==> src/srt_pkg.sv <==
// shared types, codes and widths for the sorted record table
// no dependencies
package srt_pkg;

   localparam int CAPACITY_DEFAULT = 64;

   localparam int KEY_W  = 32;
   localparam int VAL_W  = 16;
   localparam int POS_W  = 7;
   localparam int ACT_W  = 2;
   localparam int STAT_W = 2;
   localparam int REC_W  = KEY_W + VAL_W;

   localparam logic [ACT_W-1:0] ACT_INSERT = 2'd0;
   localparam logic [ACT_W-1:0] ACT_DELETE = 2'd1;
   localparam logic [ACT_W-1:0] ACT_SEARCH = 2'd2;
   localparam logic [ACT_W-1:0] ACT_NOP    = 2'd3;

   localparam logic [STAT_W-1:0] ST_OK       = 2'd0;
   localparam logic [STAT_W-1:0] ST_FULL     = 2'd1;
   localparam logic [STAT_W-1:0] ST_BADPOS   = 2'd2;
   localparam logic [STAT_W-1:0] ST_NOTFOUND = 2'd3;

   // controller to datapath
   typedef struct packed {
      logic              load;
      logic              rd;
      logic              copy;
      logic              advance;
      logic              put_new;
      logic              fin;
      logic [STAT_W-1:0] fin_status;
      logic              fin_found;
   } srt_cmd_type;

   // datapath to controller
   typedef struct packed {
      logic [ACT_W-1:0] op;
      logic             full;
      logic             bad_pos;
      logic             stop;
      logic             hit;
   } srt_stat_type;

endpackage

==> src/sorted_record_table_top.sv <==
// sorted record table: holds records in ascending key order
// depends on srt_pkg, srt_ctrl and srt_datapath
//
// usage
//   request: drive req_action, req_rec_key, req_rec_value and req_position and
//   raise start; the transaction is taken at a clock edge where start is high
//   and busy is low. busy stays high while the table walks its memory.
//   response: one result per transaction, shown for exactly one cycle with
//   rsp_valid high; the receiver has no way to hold it off.
// walk
//   each record takes a memory read, then a compare and shift: insert
//   moves down from the top, delete shifts the records above the gap, search scans up.
//   a compare can end the walk (search hit, insert slot above the bottom); rejected
//   transactions and no-ops finish without reading the memory.
//   the single record memory port pair, one read and one write a cycle, paces the walk.
//   start may be raised again in the cycle that rsp_valid shows.
// reset
//   synchronous reset empties the table; memory contents are not cleared and
//   need no clearing pass.
module sorted_record_table_top import srt_pkg::*; #(
   parameter int CAPACITY = CAPACITY_DEFAULT
) (
   input  logic                     clock,
   input  logic                     reset,
   input  logic                     start,
   output logic                     busy,
   input  logic [ACT_W-1:0]         req_action,
   input  logic signed [KEY_W-1:0]  req_rec_key,
   input  logic [VAL_W-1:0]         req_rec_value,
   input  logic [POS_W-1:0]         req_position,
   output logic                     rsp_valid,
   output logic [STAT_W-1:0]        rsp_status,
   output logic                     rsp_found,
   output logic signed [KEY_W-1:0]  rsp_found_key,
   output logic [VAL_W-1:0]         rsp_found_value,
   output logic [POS_W-1:0]         rsp_entry_count
);

   srt_cmd_type  cmd;
   srt_stat_type stat;

   srt_ctrl u_ctrl (
      .clock (clock),
      .reset (reset),
      .start (start),
      .busy  (busy),
      .stat  (stat),
      .cmd   (cmd)
   );

   srt_datapath #(
      .CAPACITY (CAPACITY)
   ) u_datapath (
      .clock           (clock),
      .reset           (reset),
      .cmd             (cmd),
      .stat            (stat),
      .req_action      (req_action),
      .req_rec_key     (req_rec_key),
      .req_rec_value   (req_rec_value),
      .req_position    (req_position),
      .rsp_valid       (rsp_valid),
      .rsp_status      (rsp_status),
      .rsp_found       (rsp_found),
      .rsp_found_key   (rsp_found_key),
      .rsp_found_value (rsp_found_value),
      .rsp_entry_count (rsp_entry_count)
   );

endmodule

==> src/srt_ram.sv <==
// generic single write, single read ram with registered read data
// no dependencies
module srt_ram #(
   parameter int WIDTH = 8,
   parameter int DEPTH = 64
) (
   input  logic                     clock,
   input  logic                     wr_en,
   input  logic [$clog2(DEPTH)-1:0] wr_addr,
   input  logic [WIDTH-1:0]         wr_data,
   input  logic                     rd_en,
   input  logic [$clog2(DEPTH)-1:0] rd_addr,
   output logic [WIDTH-1:0]         rd_data
);

   logic [WIDTH-1:0] mem_ff [DEPTH];
   logic [WIDTH-1:0] rd_data_ff;

   always_ff @(posedge clock) begin
      if (wr_en) begin
         mem_ff[wr_addr] <= wr_data;
      end
      if (rd_en) begin
         rd_data_ff <= mem_ff[rd_addr];
      end
   end

   assign rd_data = rd_data_ff;

endmodule

==> src/srt_ctrl.sv <==
// controller state machine for the sorted record table
// depends on srt_pkg
module srt_ctrl import srt_pkg::*; (
   input  logic         clock,
   input  logic         reset,
   input  logic         start,
   output logic         busy,
   input  srt_stat_type stat,
   output srt_cmd_type  cmd
);

   localparam logic [1:0] S_IDLE  = 2'd0;
   localparam logic [1:0] S_CHECK = 2'd1;
   localparam logic [1:0] S_EVAL  = 2'd2;

   logic [1:0] state_ff;
   logic [1:0] state_in;

   always_comb begin
      cmd      = '0;
      state_in = state_ff;
      case (state_ff)
         S_IDLE: begin
            if (start) begin
               cmd.load = 1'b1;
               state_in = S_CHECK;
            end
         end
         S_CHECK: begin
            case (stat.op)
               ACT_INSERT: begin
                  if (stat.full) begin
                     cmd.fin        = 1'b1;
                     cmd.fin_status = ST_FULL;
                  end else if (stat.stop) begin
                     cmd.put_new    = 1'b1;
                     cmd.fin        = 1'b1;
                     cmd.fin_status = ST_OK;
                  end else begin
                     cmd.rd = 1'b1;
                  end
               end
               ACT_DELETE: begin
                  if (stat.bad_pos) begin
                     cmd.fin        = 1'b1;
                     cmd.fin_status = ST_BADPOS;
                  end else if (stat.stop) begin
                     cmd.fin        = 1'b1;
                     cmd.fin_status = ST_OK;
                  end else begin
                     cmd.rd = 1'b1;
                  end
               end
               ACT_SEARCH: begin
                  if (stat.stop) begin
                     cmd.fin        = 1'b1;
                     cmd.fin_status = ST_NOTFOUND;
                  end else begin
                     cmd.rd = 1'b1;
                  end
               end
               default: begin
                  cmd.fin        = 1'b1;
                  cmd.fin_status = ST_OK;
               end
            endcase
            state_in = cmd.fin ? S_IDLE : S_EVAL;
         end
         S_EVAL: begin
            state_in = S_CHECK;
            case (stat.op)
               ACT_INSERT: begin
                  // shift the larger record up one slot, or drop the new one in the gap
                  if (stat.hit) begin
                     cmd.copy    = 1'b1;
                     cmd.advance = 1'b1;
                  end else begin
                     cmd.put_new    = 1'b1;
                     cmd.fin        = 1'b1;
                     cmd.fin_status = ST_OK;
                     state_in       = S_IDLE;
                  end
               end
               ACT_DELETE: begin
                  cmd.copy    = 1'b1;
                  cmd.advance = 1'b1;
               end
               ACT_SEARCH: begin
                  if (stat.hit) begin
                     cmd.fin        = 1'b1;
                     cmd.fin_status = ST_OK;
                     cmd.fin_found  = 1'b1;
                     state_in       = S_IDLE;
                  end else begin
                     cmd.advance = 1'b1;
                  end
               end
               default: begin
                  cmd.fin        = 1'b1;
                  cmd.fin_status = ST_OK;
                  state_in       = S_IDLE;
               end
            endcase
         end
         default: begin
            state_in = S_IDLE;
         end
      endcase
   end

   always_ff @(posedge clock) begin
      if (reset) begin
         state_ff <= S_IDLE;
      end else begin
         state_ff <= state_in;
      end
   end

   assign busy = (state_ff != S_IDLE);

   a_one_writer: assert property (@(posedge clock) disable iff (reset)
      !(cmd.copy && cmd.put_new)) else $error("copy and new-record write together");

   a_fin_idle: assert property (@(posedge clock) disable iff (reset)
      cmd.fin |=> !busy) else $error("still busy after finishing a transaction");

   a_read_then_eval: assert property (@(posedge clock) disable iff (reset)
      cmd.rd |=> (state_ff == S_EVAL) && !cmd.rd) else $error("read not followed by evaluate");

endmodule

==> src/srt_datapath.sv <==
// datapath: record memory, walk index, record count and result registers
// depends on srt_pkg and srt_ram
module srt_datapath import srt_pkg::*; #(
   parameter int CAPACITY = CAPACITY_DEFAULT
) (
   input  logic                     clock,
   input  logic                     reset,
   input  srt_cmd_type              cmd,
   output srt_stat_type             stat,
   input  logic [ACT_W-1:0]         req_action,
   input  logic signed [KEY_W-1:0]  req_rec_key,
   input  logic [VAL_W-1:0]         req_rec_value,
   input  logic [POS_W-1:0]         req_position,
   output logic                     rsp_valid,
   output logic [STAT_W-1:0]        rsp_status,
   output logic                     rsp_found,
   output logic signed [KEY_W-1:0]  rsp_found_key,
   output logic [VAL_W-1:0]         rsp_found_value,
   output logic [POS_W-1:0]         rsp_entry_count
);

   localparam int AW = $clog2(CAPACITY);
   localparam int CW = $clog2(CAPACITY + 1);
   localparam int PW = (CW > POS_W) ? CW : POS_W;

   logic [ACT_W-1:0]        op_ff;
   logic signed [KEY_W-1:0] key_ff;
   logic [VAL_W-1:0]        val_ff;
   logic [POS_W-1:0]        pos_ff;
   logic [CW-1:0]           idx_ff, idx_in;
   logic [CW-1:0]           count_ff, count_in;

   logic                    rsp_valid_ff;
   logic [STAT_W-1:0]       rsp_status_ff;
   logic                    rsp_found_ff;
   logic signed [KEY_W-1:0] rsp_found_key_ff;
   logic [VAL_W-1:0]        rsp_found_value_ff;
   logic [POS_W-1:0]        rsp_entry_count_ff;

   logic [REC_W-1:0]        rd_data;
   logic signed [KEY_W-1:0] rd_key;
   logic [VAL_W-1:0]        rd_val;
   logic [AW-1:0]           rd_addr;
   logic                    wr_en;
   logic [REC_W-1:0]        wr_data;
   logic [PW-1:0]           pos_x;
   logic [PW-1:0]           count_x;
   logic                    ok_fin;

   assign rd_key  = rd_data[REC_W-1:VAL_W];
   assign rd_val  = rd_data[VAL_W-1:0];
   assign pos_x   = PW'(pos_ff);
   assign count_x = PW'(count_in);

   // walk direction: insert moves down from the top, delete and search move up
   always_comb begin
      case (op_ff)
         ACT_INSERT: rd_addr = AW'(idx_ff - CW'(1));
         ACT_DELETE: rd_addr = AW'(idx_ff + CW'(1));
         default:    rd_addr = AW'(idx_ff);
      endcase
   end

   assign wr_en   = cmd.copy | cmd.put_new;
   assign wr_data = cmd.put_new ? {key_ff, val_ff} : rd_data;

   srt_ram #(
      .WIDTH (REC_W),
      .DEPTH (CAPACITY)
   ) u_ram (
      .clock   (clock),
      .wr_en   (wr_en),
      .wr_addr (AW'(idx_ff)),
      .wr_data (wr_data),
      .rd_en   (cmd.rd),
      .rd_addr (rd_addr),
      .rd_data (rd_data)
   );

   always_comb begin
      stat.op      = op_ff;
      stat.full    = (count_ff >= CW'(CAPACITY));
      stat.bad_pos = (pos_ff == '0) || (pos_x > PW'(count_ff));
      case (op_ff)
         ACT_INSERT: stat.stop = (idx_ff == '0);
         ACT_DELETE: stat.stop = (({1'b0, idx_ff} + (CW+1)'(1)) >= {1'b0, count_ff});
         default:    stat.stop = (idx_ff >= count_ff);
      endcase
      if (op_ff == ACT_INSERT) begin
         stat.hit = (key_ff < rd_key);
      end else begin
         stat.hit = (rd_key == key_ff);
      end
   end

   always_comb begin
      idx_in = idx_ff;
      if (cmd.load) begin
         case (req_action)
            ACT_INSERT: idx_in = count_ff;
            ACT_DELETE: idx_in = CW'(PW'(req_position) - PW'(1));
            default:    idx_in = '0;
         endcase
      end else if (cmd.advance) begin
         if (op_ff == ACT_INSERT) begin
            idx_in = idx_ff - CW'(1);
         end else begin
            idx_in = idx_ff + CW'(1);
         end
      end
   end

   assign ok_fin = cmd.fin && (cmd.fin_status == ST_OK);

   always_comb begin
      count_in = count_ff;
      if (ok_fin && op_ff == ACT_INSERT) begin
         count_in = count_ff + CW'(1);
      end else if (ok_fin && op_ff == ACT_DELETE) begin
         count_in = count_ff - CW'(1);
      end
   end

   always_ff @(posedge clock) begin
      if (reset) begin
         count_ff     <= '0;
         rsp_valid_ff <= 1'b0;
      end else begin
         count_ff     <= count_in;
         rsp_valid_ff <= cmd.fin;
      end
   end

   always_ff @(posedge clock) begin
      idx_ff <= idx_in;
      if (cmd.load) begin
         op_ff  <= req_action;
         key_ff <= req_rec_key;
         val_ff <= req_rec_value;
         pos_ff <= req_position;
      end
      if (cmd.fin) begin
         rsp_status_ff      <= cmd.fin_status;
         rsp_found_ff       <= cmd.fin_found;
         rsp_found_key_ff   <= cmd.fin_found ? rd_key : '0;
         rsp_found_value_ff <= cmd.fin_found ? rd_val : '0;
         rsp_entry_count_ff <= count_x[POS_W-1:0];
      end
   end

   assign rsp_valid       = rsp_valid_ff;
   assign rsp_status      = rsp_status_ff;
   assign rsp_found       = rsp_found_ff;
   assign rsp_found_key   = rsp_found_key_ff;
   assign rsp_found_value = rsp_found_value_ff;
   assign rsp_entry_count = rsp_entry_count_ff;

   a_count_range: assert property (@(posedge clock) disable iff (reset)
      count_ff <= CW'(CAPACITY)) else $error("record count above capacity");

   a_single_strobe: assert property (@(posedge clock) disable iff (reset)
      rsp_valid_ff |=> !rsp_valid_ff) else $error("result strobe longer than one cycle");

   a_found_ok: assert property (@(posedge clock) disable iff (reset)
      rsp_valid_ff && rsp_found_ff |-> rsp_status_ff == ST_OK)
      else $error("found flagged with a failing status");

endmodule

==> config.mk <==
export PLATFORM = sky130hd
export DESIGN_NAME = sorted_record_table_top
export DESIGN_NICKNAME = d
export VERILOG_FILES = /design/src/srt_pkg.sv /design/src/sorted_record_table_top.sv /design/src/srt_ram.sv /design/src/srt_ctrl.sv /design/src/srt_datapath.sv
export SDC_FILE = /design/constraint.sdc
export NUM_CORES = 2
export LEC_CHECK = 0
export BUFFER_PORTS_ARGS = -buffer_cell sky130_fd_sc_hd__buf_2
export CAP_MARGIN = 20
export CORE_UTILIZATION = 30
export CTS_BUF_LIST = sky130_fd_sc_hd__clkbuf_8
export DETAILED_ROUTE_END_ITERATION = 12
export PLACE_DENSITY = 0.49
export SETUP_SLACK_MARGIN = 0.3
export SLEW_MARGIN = 5
export SYNTH_ARGS = -nofsm -noshare
export SYNTH_HDL_FRONTEND = slang
export SYNTH_SLANG_ARGS = --single-unit
==> constraint.sdc <==
create_clock -name clock -period 11.93 [get_ports clock]
set_clock_uncertainty 0.1 [all_clocks]
set_input_delay 2.386 -clock clock [delete_from_list [all_inputs] [get_ports clock]]
set_output_delay 2.386 -clock clock [all_outputs]
set_load 0.005 [all_outputs]
# --- After elaboration in Yosys (flattened, before gate mapping) ---
# Memory sizes are Yosys's and may differ from the RTL's. A register that Yosys moved wholly into a read port is not among the register bits.
# Cells that the tools add are included.
word_totals:
  reg_bits: 132
  ramBits: 3072
  in_bits: 60
  output_inout_bits: 60
  wordCells: 91
  mem_count: 1
mem_list:
  columns: ["memory", "words", "word_bits", "read_ports", "rd_ports_with_merged_regs", "write_ports", "line_no", "text"]
  rows:
  - ["u_datapath.u_ram.mem_ff", 64, 48, 1, 1, 1, "srt_ram.sv:16", "logic [WIDTH-1:0] mem_ff [DEPTH];"]
classes:
  add_sub_neg: 6
  magnitude_cmp: 5
  eq_ne: 7
  muxes: 46
  bitwise_logic: 1
  n_reduce_logical: 12
ops:
  columns: ["cell", "count"]
  rows:
  - ["$mux 48", 1]
  - ["$mux 7", 5]
  - ["$eq 32x32->1", 1]
  - ["$lt 32x32->1", 1]
  - ["$sub 7x1->7 const B", 3]
  - ["$pmux 3 s3", 2]
  - ["$mux 1", 17]
  - ["$mux 3", 5]
  - ["$add 7x1->7 const B", 2]
  - ["$logic_not 7->1", 2]
  - ["$pmux 7 s2", 1]
  - ["$mux 4", 3]
  - ["$pmux 2 s3", 2]
  - ["$pmux 6 s2", 1]
  - ["$add 7x1->8 const B", 1]
  - ["$ge 8x7->1", 1]
  - ["$logic_not 2->1", 4]
  - ["$mux 2", 4]
  - ["$pmux 4 s2", 1]
  - ["$ge 7x7->1", 1]
  - ["$ge 7x7->1 const B", 1]
  - ["$gt 7x7->1", 1]
  - ["$eq 2x1->1 const B", 3]
  - ["$pmux 1 s3", 2]
  - ["7 further kinds", 12]

# --- Logic depth before layout (Yosys ltp) ---
logic_depth:
  ltp_word: 13
  mapped_depth: 15
  depth_no_buf: 12

# --- By module ---
# From an unflattened synthesis, not the netlist that was laid out.
unflattened:
  hier_cells: 5605
  area_unflattened_um2: 124844.7
by_module_without_submodules:
  columns: ["module", "n_inst", "cells_per_inst", "area_each_um2", "seq_area_each_um2"]
  rows:
  - ["srt_ram", 1, 4970, 117597.8, 93689.9]
  - ["srt_datapath", 1, 594, 6911.6, 3823.7]
  - ["srt_ctrl", 1, 41, 335.3, 40.0]

# --- Least setup slack after synthesis ---
# Ideal clock, no wire load.
synth_path:
  kind: "register to register"
  start: "register u_datapath.idx_ff[0]"
  end: "memory u_datapath.u_ram.mem_ff[12][0] (netlist name) (enable)"
  setup_ns: 0.513
  arrival_ns: 6.256
  required_ns: 11.317
  slack_ns: 5.061
  path_stages_with_launch: 16
  path_buffers: 4
  period_less_slack_ns: 6.869
  cell_sequence: "edfxtp_1 buf_2 nand3_1 clkbuf_1 nor2_1 xor2_1 ha_1 o21a_1 o211ai_1 a21oi_1 nor3_1 or3_1 a221o_1 buf_4 buf_6 nor3_1"
synth_via:
  elab_chain_cells: 10
  word_cells_on_any_way: 12
  classes_between: "add/sub: 1; order compare: 2; mux: 7; bitwise: 1; reduce/logical: 1"
synth_rtl:
  columns: ["item", "line_no", "text"]
  rows:
  - ["from (decl)", "srt_datapath.sv:30", "logic [CW-1:0] idx_ff, idx_in;"]
  - ["from (signal assigned)", "srt_datapath.sv:135", "idx_ff <= idx_in;"]
  - ["$add 7x1->8", "srt_datapath.sv:86", "ACT_DELETE: stat.stop = (({1'b0, idx_ff} + (CW+1)'(1)) >= {1'b0, count_ff});"]
  - ["$ge 8x7->1", "srt_datapath.sv:86", null]
  - ["$pmux 1 s2", "srt_datapath.sv:84", "case (op_ff)"]
  - ["$mux 4", "srt_ctrl.sv:35", "end else if (stat.stop) begin"]
  - ["$mux 1", "srt_ctrl.sv:32", "if (stat.full) begin"]
  - ["$mux 1", "srt_ctrl.sv:30", "case (stat.op)"]
  - ["$pmux 4 s2", "srt_ctrl.sv:22", "case (state_ff)"]
  - ["$or 1x1->1", "srt_datapath.sv:64", "assign wr_en = cmd.copy | cmd.put_new;"]
  - ["$mux 1", "srt_ram.sv:20", "if (wr_en) begin"]
  - ["$mux 1 (not written as such)", "srt_ram.sv:21", "mem_ff[wr_addr] <= wr_data;"]
  - ["to (decl)", "srt_ram.sv:16", null]
# Several ways; a longest one is shown, not always the timed one.

# --- Worst setup path in the final report ---
layout_path:
  start: "register u_datapath.u_ram.rd_data_ff[34] (netlist: u_datapath.u_ram.rd_data[34]) (read register of u_datapath.u_ram.mem_ff)"
  end: "memory u_datapath.u_ram.mem_ff[48][41] (netlist name) (enable)"
layout_via:
  elab_chain_cells: 8
  word_cells_on_any_way: 12
  classes_between: "order compare: 1; eq/ne: 1; mux: 9; bitwise: 1"
layout_rtl:
  columns: ["item", "line_no", "text"]
  rows:
  - ["from (decl)", "srt_ram.sv:17", "logic [WIDTH-1:0] rd_data_ff;"]
  - ["$lt 32x32->1 / $eq 32x32->1 (equally long branches)", "srt_datapath.sv:90, srt_datapath.sv:92", null]
  - ["$mux 1 (*)", "srt_datapath.sv:89", "if (op_ff == ACT_INSERT) begin"]
  - ["$mux 2 / $mux 4 (equally long branches)", "srt_ctrl.sv:74", "if (stat.hit) begin"]
  - ["$pmux 1 s2 / $mux 1 (equally long branches)", "srt_ctrl.sv:71", "case (stat.op)"]
  - ["$mux 2 / $pmux 4 s2 (equally long branches)", "srt_ctrl.sv:22", null]
  - ["$or 1x1->1 (*)", "srt_datapath.sv:64", null]
  - ["$mux 1 (*)", "srt_ram.sv:20", null]
  - ["$mux 1 (not written as such) (*)", "srt_ram.sv:21", null]
# Every way passes the cells marked *; elsewhere a longest branch is shown, timed or not.

==> flow_summary.json <==
{
  "p_leak_nw": 46.31,
  "postCtsHoldBufs": 0,
  "postCtsSetupBuffers": 0,
  "rsz0062_at_grt": "false",
  "final_max_slew_viol_count": 0,
  "synthCells": 5651,
  "peakVddDrop_mv": 0.1083,
  "syn_to_final_growth_pct": 14.67,
  "cts_tree": "built",
  "setup_tns_ns": 0,
  "outcome": "completed",
  "setup_violations": 0,
  "fin_crit_ns": 6.649,
  "row_count": 238,
  "clk_pin_slew_ns": 0.06,
  "grt_pass1_wl_mm": 507.5,
  "regArea_mm2": 0.09755,
  "min_path_cells": 1,
  "via_count": 61500,
  "grt_usage": 0.1680,
  "die_h_um": 651.7,
  "synth_area_per_cell_um2": 22.41,
  "drt_iter0_drc": 6414,
  "utilization": 0.3455,
  "path_class": "reg2reg",
  "crit_arrival_ns": 7.18,
  "core_area_mm2": 0.4202,
  "fin_nets": 6374,
  "initial_core_util": 0.3013,
  "synth_edf_count": 3242,
  "synth_area_mm2": 0.1266,
  "worstMarginPinSlew_ns": 1.238,
  "ys_seq_elements": 3252,
  "gp_congestion": 0.7876,
  "async_reset_ff_frac": 0,
  "hp-class": "reg2reg",
  "dp_hpwl_mm": 201.4,
  "clk-insertion-delay-late_ns": 1.05,
  "clock-sinks": 3252,
  "htree_levels": 6,
  "synthesis.nets": 5774,
  "power_density_mw_per_mm2": 176.7,
  "wl_mm": 363.6,
  "antenna_left": 0,
  "port_buffers": 119,
  "die_w_um": 651.7,
  "required_ns": 12.46,
  "ys_seq_area_frac": 0.7705,
  "wl_per_cell_um": 29.58,
  "multi_input_area_mm2": 0.02805,
  "ys_types": 61,
  "postCtsResizedCells": 0,
  "cts_max_path_buffers": 4,
  "synth-main-ff-cell": "edfxtp_1",
  "fmax_ghz": 0.1504,
  "drv_cap": 0,
  "timing.final.crit_share": 0.5573,
  "grt_max_degree": 112,
  "drc": 0,
  "ios": 120,
  "path_max_fanout": 44,
  "hold_viol_final": 0,
  "grt-ovfl-total": 0,
  "reg2reg_slack_ns": 5.28,
  "numCtsBuffers": 543,
  "ctsRootBufferMaster": "clkbuf_8",
  "die_area_mm2": 0.4246,
  "r2r_cells": 12,
  "relSlewSlack": 0.1750,
  "end_kind": "register",
  "grt_pass1_vias": 64740,
  "yosys_warnings": 0,
  "vias_per_cell": 5.003,
  "nFillCells": 39210,
  "startpoint_type": "register",
  "antenna_found_initial": 29,
  "drtPass1Iterations": 5,
  "layout-drive-gt1-share": 0.2989
}
[synthesized netlist by cell type (all sizes together) (12+ instances only)]
master,count,share of area
o211ai,12,0.00071
nand2,39,0.0012
nor3,74,0.0030
clkbuf,131,0.0039
a22oi,43,0.0025
buf,175,0.0063
mux2,144,0.013
mux2i,390,0.031
inv,55,0.0016
a21oi,100,0.0040
nor2,118,0.0035
and2,51,0.0025
edfxtp,3242,0.77
mux4,768,0.14
nor2b,12,0.00059
ha,63,0.0062
a211oi,12,0.00071
o21ai,18,0.00071
nand3,13,0.00051
o221ai,42,0.0029
o22ai,16,0.00079
xnor2,19,0.0013
[final cells by class]
type	instances	area share
flip-flops and latches	3252	0.6719
diodes	20	0.0003447
clock inverters	366	0.01182
clock buffers	560	0.05309
multi-input cells	2038	0.1932
well taps	5640	0.04860
repair buffers	361	0.01961
inverters	55	0.001422
[where the power goes]
| group | internal [W] | switching [W] |
|---|---|---|
| logic | 0.00164 | 0.00236 |
| clock network | 0.00447 | 0.00441 |
| registers | 0.0127 | 0.0000466 |
| total | 0.0188 | 0.00682 |
[metrics by stage]
| stage | total power, W | instance area [µm²] | hold slack [ns] | setup slack, ns | cells |
|---|---|---|---|---|---|
| 5_1_grt | 0.02662 | 145200 | 0.4809 | 5.330 | 12290 |
| 2_1_floorplan | 0.01565 | 126600 | 0.4201 | 5.061 | 5651 |
| 4_1_cts | 0.02598 | 144900 | 0.4600 | 5.220 | 12260 |
| 3_3_place_gp | 0.01705 | 135300 | 0.4459 | 4.924 | 11320 |
| 3_5_place_dp | 0.01708 | 135400 | 0.4495 | 5.304 | 11330 |
| 6_report | 0.02565 | 145200 | 0.4641 | 5.281 | 12290 |
[state kept, by name, summed over array words and instances (netlist names)]
signal	flops
u_ctrl.state_ff	2
u_datapath.count_ff	7
u_datapath.idx_ff	7
u_datapath.key_ff	32
u_datapath.op_ff	2
u_datapath.pos_ff	7
u_datapath.rsp_entry_count	7
u_datapath.rsp_found	1
u_datapath.rsp_found_key	32
u_datapath.rsp_found_value	16
u_datapath.rsp_status	2
u_datapath.rsp_valid	1
u_datapath.u_ram.mem_ff	3072
u_datapath.u_ram.rd_data	48
u_datapath.val_ff	16
[critical path, stage by stage (launching register included)]
cell      delay (ns)
edfxtp_1        0.69
inv_1           0.10
ha_1            0.33
nand2_1         0.05
o21ai_0         0.83
a211oi_1        0.22
xnor2_1         0.70
nand3_1         0.59
a221o_4         0.75
buf_16          0.29
nor3_2          0.36
buf_4           0.55
buf_4           0.52
[worst paths after layout]
check,start,endpoint
worst max-delay path,u_datapath.u_ram.rd_data[34],u_datapath.u_ram.mem_ff[48][41]
worst min-delay path,u_datapath.u_ram.rd_data[15],u_datapath.rsp_found_value[15]
worst min register to register,u_datapath.u_ram.rd_data[15],u_datapath.rsp_found_value[15]
worst max register to register,u_datapath.u_ram.rd_data[34],u_datapath.u_ram.mem_ff[48][41]
[cell usage in the layout, fill, tap and decap left out, types with 12 or more instances in the layout]
| cell | netlist | final |
|---|---|---|
| a211oi_1 | 12 | 12 |
| a21oi_1 | 100 | 100 |
| a22oi_1 | 43 | 43 |
| and2_1 | 50 | 48 |
| buf_12 | 0 | 30 |
| buf_2 | 71 | 119 |
| buf_4 | 1 | 209 |
| clkbuf_8 | 0 | 560 |
| clkinv_1 | 0 | 118 |
| clkinv_2 | 0 | 20 |
| clkinvlp_4 | 0 | 20 |
| diode_2 | 0 | 20 |
| edfxtp_1 | 3242 | 3242 |
| ha_1 | 63 | 63 |
| inv_1 | 55 | 242 |
| inv_6 | 0 | 12 |
| mux2_2 | 144 | 143 |
| mux2i_1 | 390 | 389 |
| mux4_2 | 768 | 768 |
| nand2_1 | 39 | 37 |
| nand3_1 | 13 | 13 |
| nor2_1 | 117 | 115 |
| nor2b_1 | 12 | 12 |
| nor3_2 | 3 | 61 |
| o211ai_1 | 12 | 12 |
| o21ai_0 | 18 | 18 |
| o221ai_1 | 42 | 41 |
| o22ai_1 | 16 | 16 |
| xnor2_1 | 19 | 16 |
[logic make-up after synthesis]
family	count (synthesis)	share of synthesized area
buf+inv	361	0.01180
fa+ha+maj	63	0.006226
mux	1302	0.1802
xor+xnor	30	0.002075
flops	3252	0.7705
simple gates	349	0.01352
compound gates	294	0.01565
[routing by layer]
layer,routed length (µm),track usage,vias to the layer above
li1,-,-,25140
met1,154400,0.2277,33730
met2,178300,0.2809,2127
met3,22440,0.02746,510
met4,8458,0.04379,0
met5,0,0,-
(Power assumes the default switching activity.)
